===== config.mk =====
export PLATFORM = sky130hd
export DESIGN_NAME = mmms_cell
export DESIGN_NICKNAME = d
export VERILOG_FILES = /design/src/rtl/mmms_pkg.sv /design/src/rtl/mmms_cell.sv
export SDC_FILE = /design/constraint.sdc
export NUM_CORES = 1
export LEC_CHECK = 0
export BUFFER_PORTS_ARGS = -buffer_cell sky130_fd_sc_hd__buf_2
export CORE_MARGIN = 2
export CORE_UTILIZATION = 45
export DETAILED_ROUTE_END_ITERATION = 16
export PLACE_DENSITY = 0.87
export SLEW_MARGIN = 10
export SYNTH_ARGS = -nofsm -noshare
export SYNTH_HDL_FRONTEND = slang
export SYNTH_SLANG_ARGS = --single-unit

===== constraint.sdc =====
create_clock -name clk -period 4.32 [get_ports clk]
set_clock_uncertainty 0.1 [all_clocks]
set_input_delay 0.864 -clock clk [delete_from_list [all_inputs] [get_ports clk]]
set_output_delay 0.864 -clock clk [all_outputs]
set_load 0.01 [all_outputs]

===== src/rtl/mmms_pkg.sv =====
// shared types and constants for the min/max multiset spread block
// no dependencies
package mmms_pkg;

	localparam int AMT_W = 32;
	localparam int SUM_W = 64;
	localparam int HC_W  = 9;
	localparam int ACT_W = 2;
	localparam int GRP   = 16;

	localparam logic [ACT_W-1:0] ACT_INSERT  = 2'd0;
	localparam logic [ACT_W-1:0] ACT_DAY_END = 2'd1;
	localparam logic [ACT_W-1:0] ACT_FINISH  = 2'd2;

	typedef enum logic [1:0] {
		CELL_HOLD,
		CELL_INSERT,
		CELL_SHIFT
	} cell_op_t;

	typedef struct packed {
		cell_op_t           op;
		logic [AMT_W-1:0]   amount;
	} cell_ctl_t;

endpackage


===== src/rtl/mmms_cell.sv =====
// one cell of the sorted chain: holds one amount and moves it to keep order
// depends on mmms_pkg
module mmms_cell (
	input  logic                    clk,
	input  mmms_pkg::cell_ctl_t     ctl,
	input  logic                    occupied,
	input  logic                    at_tail,
	input  logic [31:0]             left_val,
	input  logic                    left_gt,
	input  logic [31:0]             right_val,
	output logic [31:0]             val,
	output logic                    gt
);
	import mmms_pkg::*;

	logic [AMT_W-1:0] val_q;
	logic             take;

	// compare against the incoming amount; only meaningful when occupied
	assign gt  = val_q > ctl.amount;
	assign val = val_q;

	// this cell changes when the new amount lands here or to its left
	assign take = occupied ? gt : at_tail;

	always_ff @(posedge clk) begin
		case (ctl.op)
			CELL_INSERT: begin
				if (take) begin
					val_q <= left_gt ? left_val : ctl.amount;
				end
			end
			CELL_SHIFT: begin
				val_q <= right_val;
			end
			default: begin
			end
		endcase
	end

endmodule


# After elaboration in Yosys (flattened, before gate mapping)
# Cells that the tools add are included.
# classes
magnitude_cmp,1
n_eq_ne,3
n_mux,4
n_reduce_logical,2
# op_table
operator,n
$mux W32,2
$pmux W32 S2,1
$gt A32 B32 Y1,1
$eq A2 B1 Y1 const B,1
$eq A2 B2 Y1 const B,1
$ne A2 B2 Y1 const B,1
$reduce_and A2 Y1,1
$reduce_bool A2 Y1,1
$mux W1,1
# word_totals
reg_bits,32
input_bits,102
output_inout_bits,33
word_cells,11

# Logic depth before layout (Yosys ltp)
# Gate-level depths: netlist of the first run.
# depth
word_depth,4
depth_mapped,7
depth_no_buf,7

# Worst setup path after synthesis of the first run
# OpenSTA, ideal clock, no wires.
# synth_path
path_type,input to register
start,input ctl[14] (netlist bit)
end,register val_q[0] (netlist: val[0]) (enable)
setup_time_ns,0.441
t_arrival_ns,3.529
t_required_ns,3.779
slack_ns,0.251
path_stages,7
path_buffers,0
path_cell_list,inv_1 ha_1 nand4_1 nor4_2 a21boi_2 o31ai_2 a31oi_1
# synth_via
elab_chain_cells,4
# synth_lines
item,line_no,text
from (decl),mmms_cell.sv:5,"input mmms_pkg::cell_ctl_t ctl,"
$gt A32 B32 Y1,mmms_cell.sv:20,assign gt = val_q > ctl.amount;
$mux W1,mmms_cell.sv:24,assign take = occupied ? gt : at_tail;
$ne A2 B2 Y1 (no line),--,
$reduce_and A2 Y1 (no line),--,
to (signal assigned),mmms_cell.sv:30,val_q <= left_gt ? left_val : ctl.amount;
to (signal assigned),mmms_cell.sv:34,val_q <= right_val;
to (decl),mmms_cell.sv:16,logic [AMT_W-1:0] val_q;
# Every way passes these cells.
# A chain may end at the register's enable or synchronous reset.

# Final worst setup path of the first run
# layout_path
start,input ctl[27] (netlist bit)
end,output gt
# layout_via
elab_chain_cells,1
# layout_lines
item,line_no,text
$gt A32 B32 Y1,mmms_cell.sv:20,
to (decl),mmms_cell.sv:12,output logic gt
# Every way passes these cells.

==> impl_metrics.py, run 1 <==
metrics = {
    "run_status": {
        "status": "finished, final reports clean",
    },
    "sta": {
        "tightest_slew_ns": 0.9464,
        "finalWorstSetupSlack_ns": 0.7333,
        "final.setup.tns_ns": 0,
        "timing.final.hold_violations": 0,
        "rsz0062_at_grt": "false",
        "slew_headroom": 0.3691,
        "post_layout_minimum_cycle_time_ns": 3.587,
        "max_slew_violation_count": 0,
        "final.period_utilization": 0.8302,
        "max_clock_freq_mhz": 278.8,
        "setup-violations-final": 0,
    },
    "grt": {
        "globalRouteOverflowTotal": 0,
        "grt_overall_usage": 0.2021,
        "via_count_of_the_first_global_routing_pass": 2282,
        "antenna_found_initial": 0,
        "grt_start_max_net_pins": 66,
        "grt_pass1_wl_um": 9853,
    },
    "route": {
        "detail_route.first_pass.iterations": 4,
        "top_signal_layer_used": "met4",
        "met3_wirelength_um": 373,
        "met1Wirelength_um": 2526,
        "dr.first_iter.drc_count": 59,
        "route.detailed.vias_per_inst": 5.002,
        "finalWirelength_um": 6043,
        "vias": 2316,
        "drc_violation_count_after_routing": 0,
        "antenna_violating_nets_left": 0,
        "wire_per_inst_um": 13.05,
        "met2WireLength_um": 3058,
    },
    "synthesis": {
        "yosys_warns": 0,
        "ys_seq_area_frac": 0.3875,
        "synthDominantAreaCellType": "sky130_fd_sc_hd__edfxtp_1",
        "synth.top_cells.by_area": "sky130_fd_sc_hd__edfxtp_1, sky130_fd_sc_hd__ha_1, sky130_fd_sc_hd__mux2i_1",
        "synth-seq-cells": 32,
        "synth.distinct_cells": 28,
        "mapped_cells": 258,
        "post_synth_instance_area_um2": 2480,
        "avgSynthCellArea_um2": 9.612,
        "synthesis.nets": 392,
        "netlist.area_leader.share": 0.3875,
    },
    "clock_tree": {
        "tritoncts_buffers": 5,
        "tritoncts_num_sinks": 32,
        "postCtsSetupBuffers": 0,
        "clk_path_buf_depth": 2,
        "ctsResizeCount": 0,
        "cts_hold_buf": 0,
        "h-tree-depth": 2,
        "cts_tree": "yes",
        "clock_tree.root_cell": "sky130_fd_sc_hd__clkbuf_8",
        "clock_insertion_delay_worst_skew_ns": 0.28,
        "clk_pin_slew_worst_paths_ns": 0.07,
    },
    "placed_design": {
        "detailedPlacementHpwl_um": 4939,
        "place_worst_setup_slack_ns": 0.7340,
        "number_of_buffers_added_on_ports": 134,
        "final_wtd_congestion": 0.7596,
    },
    "run": {
        "maxCapViolations": 0,
    },
    "finish": {
        "diodes": 0,
        "layout.filler_cells": 454,
        "finish.utilization": 0.6155,
        "share_of_final_layout_standard_cells_stronger_than_drive_strength_1": 0.3836,
        "most-common-layout-cells": "sky130_fd_sc_hd__buf_2, sky130_fd_sc_hd__nand2_1, sky130_fd_sc_hd__o21ai_0",
        "final_nets": 524,
        "final-seq-area_um2": 960.9,
        "largest_register_ff_count": 32,
        "layout_commonest_cell": "sky130_fd_sc_hd__buf_2",
        "area.growth.synth_to_final_pct": 34.16,
        "area_of_the_multi_input_gates_um2": 1375,
    },
    "floorplan": {
        "design.portCount": 135,
        "core_um2": 5405,
        "dieHeight_um": 78.24,
        "std_cell_rows": 27,
        "floorplan_die_width_um": 78.24,
        "initial_core_util": 0.4588,
        "design.die.area_um2": 6121,
    },
    "worst_setup_path": {
        "worst-setup-path-type": "in2out",
        "ff2ff_setup_slack_ns": 1.57,
        "path_max_fanout": 3,
        "setup.worst_path.end_class": "output port",
        "arrival_worst_endpoint_ns": 2.62,
        "r2r_cells": 7,
        "r2r_end": "val[18]",
        "rr_startpoint": "val[14]",
        "required_ns": 3.36,
        "timing.critical_path.from_type": "input port",
    },
    "min_path": {
        "hold-path-cell-count": 3,
        "hp-class": "in2reg",
        "hold_path_end": "val[25]",
        "min-delay-start": "right_val[25]",
    },
    "power": {
        "power.sequential.fraction": 0.456,
        "p_sw_frac": 0.2985,
        "p_leak_uw": 0.001709,
        "max-vdd-ir-drop_mv": 0.2020,
        "p_int_uw": 604.9,
        "pwr_density_cell_nw_per_um2": 259.2,
        "power.share.clock": 0.254,
        "power.share.combinational": 0.289,
        "power.switching_uw": 257.4,
    },
}
per-layer routing:
layer	global-route usage	vias up
met1	0.2342	1038
met3	0.05402	8
met5	0	-
li1	-	1189
met4	0.05789	0
met2	0.3655	81
cells by family (layout without fill, tap and decap cells):
family | Yosys count | count (layout) | share of synthesized area
AO/OA/AOI/OAI | 59 | 59 | 0.1347
adder cells (fa/ha/maj) | 32 | 32 | 0.1615
buffers and inverters | 43 | 176 | 0.06711
flip-flops | 32 | 32 | 0.3875
multiplexers | 32 | 32 | 0.1292
AND/OR/NAND/NOR | 60 | 60 | 0.1201
stage by stage:
step	cells	hold WS (ns)	cell area, µm²	power [µW]
2_1_floorplan	258	0.9511	2480	537.6
3_3_place_gp	455	1.039	3244	639.8
3_5_place_dp	455	1.045	3244	652.3
4_1_cts	463	0.7437	3327	874.4
5_1_grt	463	0.7591	3327	922.2
6_report	463	0.7537	3327	862.3
final cells by class:
class	count	area share
multi-input combinational	183	0.4133
sequential	32	0.2888
timing repair buffer	136	0.2099
inverter	32	0.03610
tap	72	0.02708
clock buffer	5	0.02068
clock inverter	3	0.004137
critical path: stages:
cell and delay [ns]:
sky130_fd_sc_hd__buf_2 0.09, sky130_fd_sc_hd__inv_1 0.04, sky130_fd_sc_hd__ha_1 0.32, sky130_fd_sc_hd__nand4_1 0.21
sky130_fd_sc_hd__nor2_1 0.06, sky130_fd_sc_hd__a221o_1 0.32, sky130_fd_sc_hd__a211oi_1 0.43, sky130_fd_sc_hd__a21oi_1 0.14
sky130_fd_sc_hd__buf_2 0.16
worst max path at each step:
| stage | slack [ns] | depth (start not counted) | end | startpoint |
|---|---|---|---|---|
| 2_1_floorplan | 0.25 | 7 | val[0] | ctl[14] |
| 3_3_place_gp | 0.76 | 9 | gt | ctl[27] |
| 3_5_place_dp | 0.73 | 9 | gt | ctl[27] |
| 4_1_cts | 0.73 | 9 | gt | ctl[27] |
| 5_1_grt | 0.60 | 9 | gt | ctl[27] |
| 6_report | 0.73 | 9 | gt | ctl[27] |
synthesized netlist by cell type (all sizes together):
library cell / instances
nand2: 38
o21ai: 35
edfxtp: 32
ha: 32
inv: 32
mux2i: 32
a21oi: 14
clkbuf: 7
nand4: 6
buf: 4
nand3: 4
nor2: 3
nor2b: 3
a21o: 2
a221o: 2
nor4: 2
a211oi: 1
a21boi: 1
a31oi: 1
and3: 1
and4: 1
nor3: 1
nor3b: 1
o211ai: 1
o2bb2ai: 1
o31ai: 1
power by group through the flow:
stage	logic (µW)	clock network [µW]	registers, µW
final	250	219	393
after global routing	283	242	397
after CTS	253	227	394
after detailed placement	252	0	400
after global placement	241	0	399
after floorplan	124	0	413
Power figures use the tool's default switching activity.
==> run 2, diff against run 1 <==
CORE_UTILIZATION = 41   (was 45)
PLACE_DENSITY = 0.83   (was 0.87)
clock period = 2.9 ns   (was 4.32 ns; I/O delays follow)
==> impl_metrics.py, run 2 (synthesis gave the netlist of run 1 again) <==
metrics = {
    "clock_tree": {
        "cts_tree": "yes",
        "h-tree-depth": 2,
        "ctsResizeCount": 0,
        "clock_tree.root_cell": "sky130_fd_sc_hd__clkbuf_8",
        "tritoncts_buffers": 5,
        "tritoncts_num_sinks": 32,
        "clk_path_buf_depth": 2,
        "clk_pin_slew_worst_paths_ns": 0.07,
        "postCtsSetupBuffers": 0,
        "cts_hold_buf": 0,
        "clock_insertion_delay_worst_skew_ns": 0.28,
    },
    "sta": {
        "timing.final.hold_violations": 0,
        "setup-violations-final": 0,
        "finalWorstSetupSlack_ns": 0.07847,
        "tightest_slew_ns": 0.5629,
        "final.period_utilization": 0.9729,
        "slew_headroom": 0.6247,
        "max_slew_violation_count": 0,
        "max_clock_freq_mhz": 354.4,
        "post_layout_minimum_cycle_time_ns": 2.822,
    },
    "worst_setup_path": {
        "setup.worst_path.end_class": "output port",
        "path_max_fanout": 3,
        "arrival_worst_endpoint_ns": 2.14,
        "ff2ff_setup_slack_ns": 0.44,
        "cp-startpoint": "ctl[30]",
        "master_of_the_slowest_instance_on_the_critical_path": "sky130_fd_sc_hd__a221o_1",
        "critical_path.max_stage_delay_ns": 0.36,
        "timing.critical_path.from_type": "input port",
        "crit_top_cell": "sky130_fd_sc_hd__buf_2",
        "required_ns": 2.22,
        "worst-setup-path-type": "in2out",
        "rr_startpoint": "val[10]",
        "path_cells": "buf_2 -> inv_1 -> ha_1 -> a21oi_2 -> nand2_1 -> a221o_1 -> a211oi_2 -> buf_4 -> a21oi_1 -> buf_2",
    },
    "floorplan": {
        "design.portCount": 135,
        "floorplan_die_width_um": 81.77,
        "design.die.area_um2": 6686,
        "std_cell_rows": 28,
        "core_um2": 5886,
        "initial_core_util": 0.4213,
        "dieHeight_um": 81.77,
    },
    "grt": {
        "antenna_found_initial": 0,
        "grt_pass1_wl_um": 9591,
        "grt.busiest_layer": "met2",
        "grt_overall_usage": 0.1838,
        "grt_start_max_net_pins": 35,
        "global_route.usage.met1": 0.2131,
        "via_count_of_the_first_global_routing_pass": 2239,
        "globalRouteOverflowTotal": 0,
        "grt.met3_usage": 0.03626,
        "grt.met2_usage": 0.3398,
    },
    "power": {
        "power_uw": 1403,
        "pwr_density_cell_nw_per_um2": 404.6,
        "power.share.combinational": 0.281,
        "p_leak_uw": 0.001761,
        "p_sw_frac": 0.2800,
        "power.share.clock": 0.301,
        "power.sequential.fraction": 0.418,
        "p_int_uw": 1010,
        "max-vdd-ir-drop_mv": 0.2588,
        "power.switching_uw": 392.7,
    },
    "min_path": {
        "hp-class": "in2reg",
        "min-delay-start": "right_val[30]",
    },
    "placed_design": {
        "place_worst_setup_slack_ns": 0.04573,
        "detailedPlacementHpwl_um": 5123,
        "number_of_buffers_added_on_ports": 134,
        "final_wtd_congestion": 0.7390,
    },
    "run_status": {
        "status": "finished, final reports clean",
    },
    "route": {
        "dr.first_iter.drc_count": 60,
        "vias": 2362,
        "detail_route.first_pass.iterations": 4,
        "wire_per_inst_um": 13.19,
        "antenna_violating_nets_left": 0,
        "finalWirelength_um": 6241,
        "drc_violation_count_after_routing": 0,
        "route.detailed.vias_per_inst": 4.994,
    },
    "finish": {
        "largest_register_ff_count": 32,
        "final-seq-area_um2": 960.9,
        "layout.filler_cells": 516,
        "share_of_final_layout_standard_cells_stronger_than_drive_strength_1": 0.4045,
        "area_of_the_multi_input_gates_um2": 1409,
        "most-common-layout-cells": "sky130_fd_sc_hd__buf_2, sky130_fd_sc_hd__nand2_1, sky130_fd_sc_hd__o21ai_0",
        "diodes": 0,
        "area.growth.synth_to_final_pct": 39.81,
        "layout_commonest_cell": "sky130_fd_sc_hd__buf_2",
        "final_nets": 531,
    },
    "run": {
        "maxCapViolations": 0,
    },
}
run 2: cell types whose count changed in the layout (fill, tap and decap cells not counted):
cell	change
sky130_fd_sc_hd__buf_12	+2
sky130_fd_sc_hd__a211oi_1	-1
sky130_fd_sc_hd__ha_1	-2
sky130_fd_sc_hd__a21oi_1	-1
sky130_fd_sc_hd__clkinv_2	-1
sky130_fd_sc_hd__ha_4	+2
sky130_fd_sc_hd__clkinv_1	-1
sky130_fd_sc_hd__bufinv_16	+1
sky130_fd_sc_hd__a211oi_2	+1
sky130_fd_sc_hd__a21oi_2	+1
sky130_fd_sc_hd__buf_4	+5
sky130_fd_sc_hd__clkbuf_1	+1
run 2: area by class of cell:
type / instances / share of cell area
Tap cell: 75 / 0.02707
Sequential cell: 32 / 0.2772
Multi-Input combinational cell: 183 / 0.4064
Timing Repair Buffer: 143 / 0.2237
Clock buffer: 6 / 0.02093
Inverter: 32 / 0.03464
Clock inverter: 2 / 0.01010
run 2: worst max-delay path, delay by kind of cell:
family	cells	cell delay [ns]
buffers and inverters	4	0.43
AO/OA/AOI/OAI	4	0.72
AND/OR/NAND/NOR	1	0.07
adder cells (fa/ha/maj)	1	0.34
run 2: power groups by stage:
stage	sequential (µW)	clock (µW)	combinational (µW)
CTS	586	431	392
global route	592	448	445
finish	587	422	394
detailed placement	596	0	389
global placement	593	0	377
floorplan	614	0	189
run 2: worst paths after layout:
check,to,cells after the start
worst max register to register,val[0],8
worst min register to register,val[15],6
worst max-delay path,gt,10
worst min-delay path,val[30],3
run 2: metal layers:
metal  share of wire  routed length, µm  vias to the layer above
li1                -                  -                     1204
met1            0.41               2575                     1064
met2            0.51               3190                       88
met3           0.068                422                        6
met4          0.0085                 53                        0
met5               0                  0                        -
run 2: metrics by stage:
step	cell area [µm²]	utilization	instances	TNS (ns)	hold WS, ns
detailed placement	3326	0.5651	465	0	0.7588
global placement	3326	0.5651	465	0	0.7547
floorplan	2495	-	258	0	0.6671
finish	3467	0.5891	473	0	0.4717
global route	3467	0.5891	473	-0.01737	0.4872
CTS	3433	0.5833	473	0	0.4625
==> run 3, diff against run 2 <==
ABC_AREA = 1   (was not set)
CORE_UTILIZATION = 42   (was 41)
PLACE_DENSITY = 0.84   (was 0.83)
clock period = 2.49 ns   (was 2.9 ns; I/O delays follow)
==> impl_metrics.py, run 3 <==
metrics = {
    "run_status": {
        "status": "finished, final reports clean",
    },
    "grt": {
        "via_count_of_the_first_global_routing_pass": 2588,
        "globalRouteOverflowTotal": 0,
        "grt_pass1_wl_um": 11070,
        "antenna_found_initial": 0,
        "grt_overall_usage": 0.1884,
        "grt_start_max_net_pins": 64,
    },
    "route": {
        "detail_route.first_pass.iterations": 4,
        "finalWirelength_um": 6625,
        "drc_violation_count_after_routing": 0,
        "wire_per_inst_um": 13.07,
        "route.detailed.vias_per_inst": 5.014,
        "dr.first_iter.drc_count": 90,
        "vias": 2542,
        "antenna_violating_nets_left": 0,
    },
    "run": {
        "maxCapViolations": 0,
    },
    "sta": {
        "slew_headroom": 0.7401,
        "final.period_utilization": 0.9927,
        "tightest_slew_ns": 0.3898,
        "timing.final.hold_violations": 0,
        "post_layout_minimum_cycle_time_ns": 2.472,
        "max_slew_violation_count": 0,
        "timing.hold.ws_ns": 0.4001,
        "max_clock_freq_mhz": 404.6,
        "rsz0062_at_grt": "true",
        "setup-violations-final": 0,
    },
    "clock_tree": {
        "clock_insertion_delay_worst_skew_ns": 0.28,
        "cts_tree": "yes",
        "clk_pin_slew_worst_paths_ns": 0.07,
        "clock_tree.root_cell": "sky130_fd_sc_hd__clkbuf_8",
        "tritoncts_buffers": 5,
        "cts_hold_buf": 0,
        "h-tree-depth": 2,
        "clk_path_buf_depth": 2,
        "tritoncts_num_sinks": 32,
    },
    "worst_setup_path": {
        "r2r_cells": 12,
        "required_ns": 1.89,
        "worst-setup-path-type": "reg2out",
        "master_of_the_slowest_instance_on_the_critical_path": "sky130_fd_sc_hd__edfxtp_1",
        "crit_buf_inv": 2,
        "critical_path.max_stage_delay_ns": 0.44,
        "path_cells": "ha_4 -> a21oi_2 -> nor2_1 -> nor2_1 -> nand3_2 -> a21oi_2 -> nand2_1 -> nand2_2 -> inv_2 -> buf_6",
        "rr_startpoint": "val[21]",
        "arrival_worst_endpoint_ns": 1.87,
        "setup.worst_path.end_class": "output port",
        "path_max_fanout": 2,
        "ff2ff_setup_slack_ns": 0.28,
        "critPathTopFamily": "simple AND/OR/NAND/NOR gates",
        "timing.critical_path.from_type": "flop",
        "r2r_end": "val[19]",
    },
    "finish": {
        "most-common-layout-cells": "sky130_fd_sc_hd__buf_2, sky130_fd_sc_hd__nand2_1, sky130_fd_sc_hd__inv_1",
        "largest_register_ff_count": 32,
        "area.growth.synth_to_final_pct": 35.81,
        "diodes": 0,
        "share_of_final_layout_standard_cells_stronger_than_drive_strength_1": 0.4329,
        "layout_commonest_cell": "sky130_fd_sc_hd__buf_2",
        "fin_cells": 507,
        "final_nets": 565,
    },
    "synthesis": {
        "avgSynthCellArea_um2": 8.982,
        "ys_async_sr_fraction": 0,
        "number_of_enable_flip_flop_cells_after_synthesis": 32,
        "synth.top_cells.by_area": "sky130_fd_sc_hd__edfxtp_1, sky130_fd_sc_hd__ha_1, sky130_fd_sc_hd__nand2_1",
        "synth.distinct_cells": 19,
        "synthDominantAreaCellType": "sky130_fd_sc_hd__edfxtp_1",
        "mapped_cells": 296,
        "ys_dominant_reg_cell": "sky130_fd_sc_hd__edfxtp_1",
        "synthMostInstantiatedCell": "sky130_fd_sc_hd__nand2_1",
        "ys_seq_area_frac": 0.3614,
        "netlist.area_leader.share": 0.3614,
        "synthesis.nets": 430,
        "synth_top_cells_by_count": "sky130_fd_sc_hd__nand2_1, sky130_fd_sc_hd__inv_1, sky130_fd_sc_hd__edfxtp_1, sky130_fd_sc_hd__ha_1, sky130_fd_sc_hd__o21a_1",
        "synth-seq-cells": 32,
        "yosys_warns": 0,
        "post_synth_instance_area_um2": 2659,
    },
    "power": {
        "p_leak_uw": 0.001826,
        "max-vdd-ir-drop_mv": 0.2264,
        "pwr_density_cell_nw_per_um2": 436.2,
        "power_uw": 1575,
    },
    "floorplan": {
        "design.die.area_um2": 6983,
        "floorplan_die_width_um": 83.57,
        "design.portCount": 135,
        "core_um2": 6026,
        "initial_core_util": 0.4412,
        "dieHeight_um": 83.57,
        "std_cell_rows": 28,
    },
    "min_path": {
        "hold-path-cell-count": 2,
        "hold_path_end": "val[1]",
        "hp-class": "in2reg",
        "min-delay-start": "right_val[1]",
    },
    "placed_design": {
        "final_wtd_congestion": 0.8043,
        "number_of_buffers_added_on_ports": 134,
        "dpl.cell_count": 496,
        "detailedPlacementHpwl_um": 5068,
    },
}
-- run 3: cell count changes after synthesis, sizes merged, moves of 11 or more --
cell	change
o21ai	-33
o211ai	+29
nor2	+11
inv	+11
nand2	+38
o21a	+31
mux2i	-32
-- run 3: final cells by class --
class / count / area, µm²
Clock buffer: 5 / 68.82
Clock inverter: 3 / 13.76
Fill cell: 550 / 2415
Inverter: 43 / 161.4
Multi-Input combinational cell: 207 / 1538
Sequential cell: 32 / 960.9
Tap cell: 75 / 93.84
Timing Repair Buffer: 142 / 774.5
-- run 3: worst register-to-register path: stages, from the launching register on --
cell and delay [ns]:
sky130_fd_sc_hd__edfxtp_1 0.44, sky130_fd_sc_hd__ha_4 0.31, sky130_fd_sc_hd__nand2_2 0.07, sky130_fd_sc_hd__nor2_4 0.12, sky130_fd_sc_hd__nand4_1 0.12, sky130_fd_sc_hd__nor2_2 0.16
sky130_fd_sc_hd__nand2_1 0.06, sky130_fd_sc_hd__nand2_1 0.08, sky130_fd_sc_hd__nand2_2 0.07, sky130_fd_sc_hd__nand2_1 0.05, sky130_fd_sc_hd__nand2_1 0.05, sky130_fd_sc_hd__nand2_2 0.11
sky130_fd_sc_hd__buf_12 0.17
-- run 3: routing by layer --
layer  track usage  share of wire  up-vias  routed length [µm]
met2        0.3404           0.52       88                3435
met5             0              0        -                   0
li1              -              -     1287                   -
met4       0.06158          0.010        0                  68
met3       0.03462          0.060        8                 397
met1        0.2244           0.41     1159                2725
-- run 3: power breakdown --
part	switching (µW)	internal, µW	total [µW]
clock network	189	189	379
registers	26.4	655	682
logic	265	250	515
total	480	1090	1570
-- run 3: per-stage QoR --
stage	utilization	setup TNS, ns	setup slack (ns)	area [µm²]
floorplan	-	0	0.1497	2661
global placement	0.5633	0	0.02995	3395
detailed placement	0.5633	0	0.02675	3395
CTS	0.5781	0	0.006767	3483
global route	0.5993	-0.1022	-0.1022	3611
finish	0.5993	0	0.01821	3611
-- run 3: logic make-up after synthesis --
logic type | after synthesis | share of synthesized area
AND/OR/NAND/NOR | 95 | 0.1379
flip-flops | 32 | 0.3614
AO/OA/AOI/OAI | 80 | 0.2494
buffers and inverters | 57 | 0.1007
adder cells (fa/ha/maj) | 32 | 0.1506
-- run 3: worst max path at each step --
stage               startpoint  endpoint  cells after the start
floorplan              ctl[23]    val[0]                     12
global placement       ctl[23]   val[17]                     14
detailed placement     ctl[23]   val[15]                     14
CTS                    val[27]        gt                     10
global route           val[22]        gt                     10
finish                 val[21]        gt                     10
-- run 3: timing repair --
action                                  4_1_cts  5_1_grt
gates resized for setup                       2       17
buffers inserted                              0        3
endpoints found under the setup margin        1        1
pin swaps                                     0       13
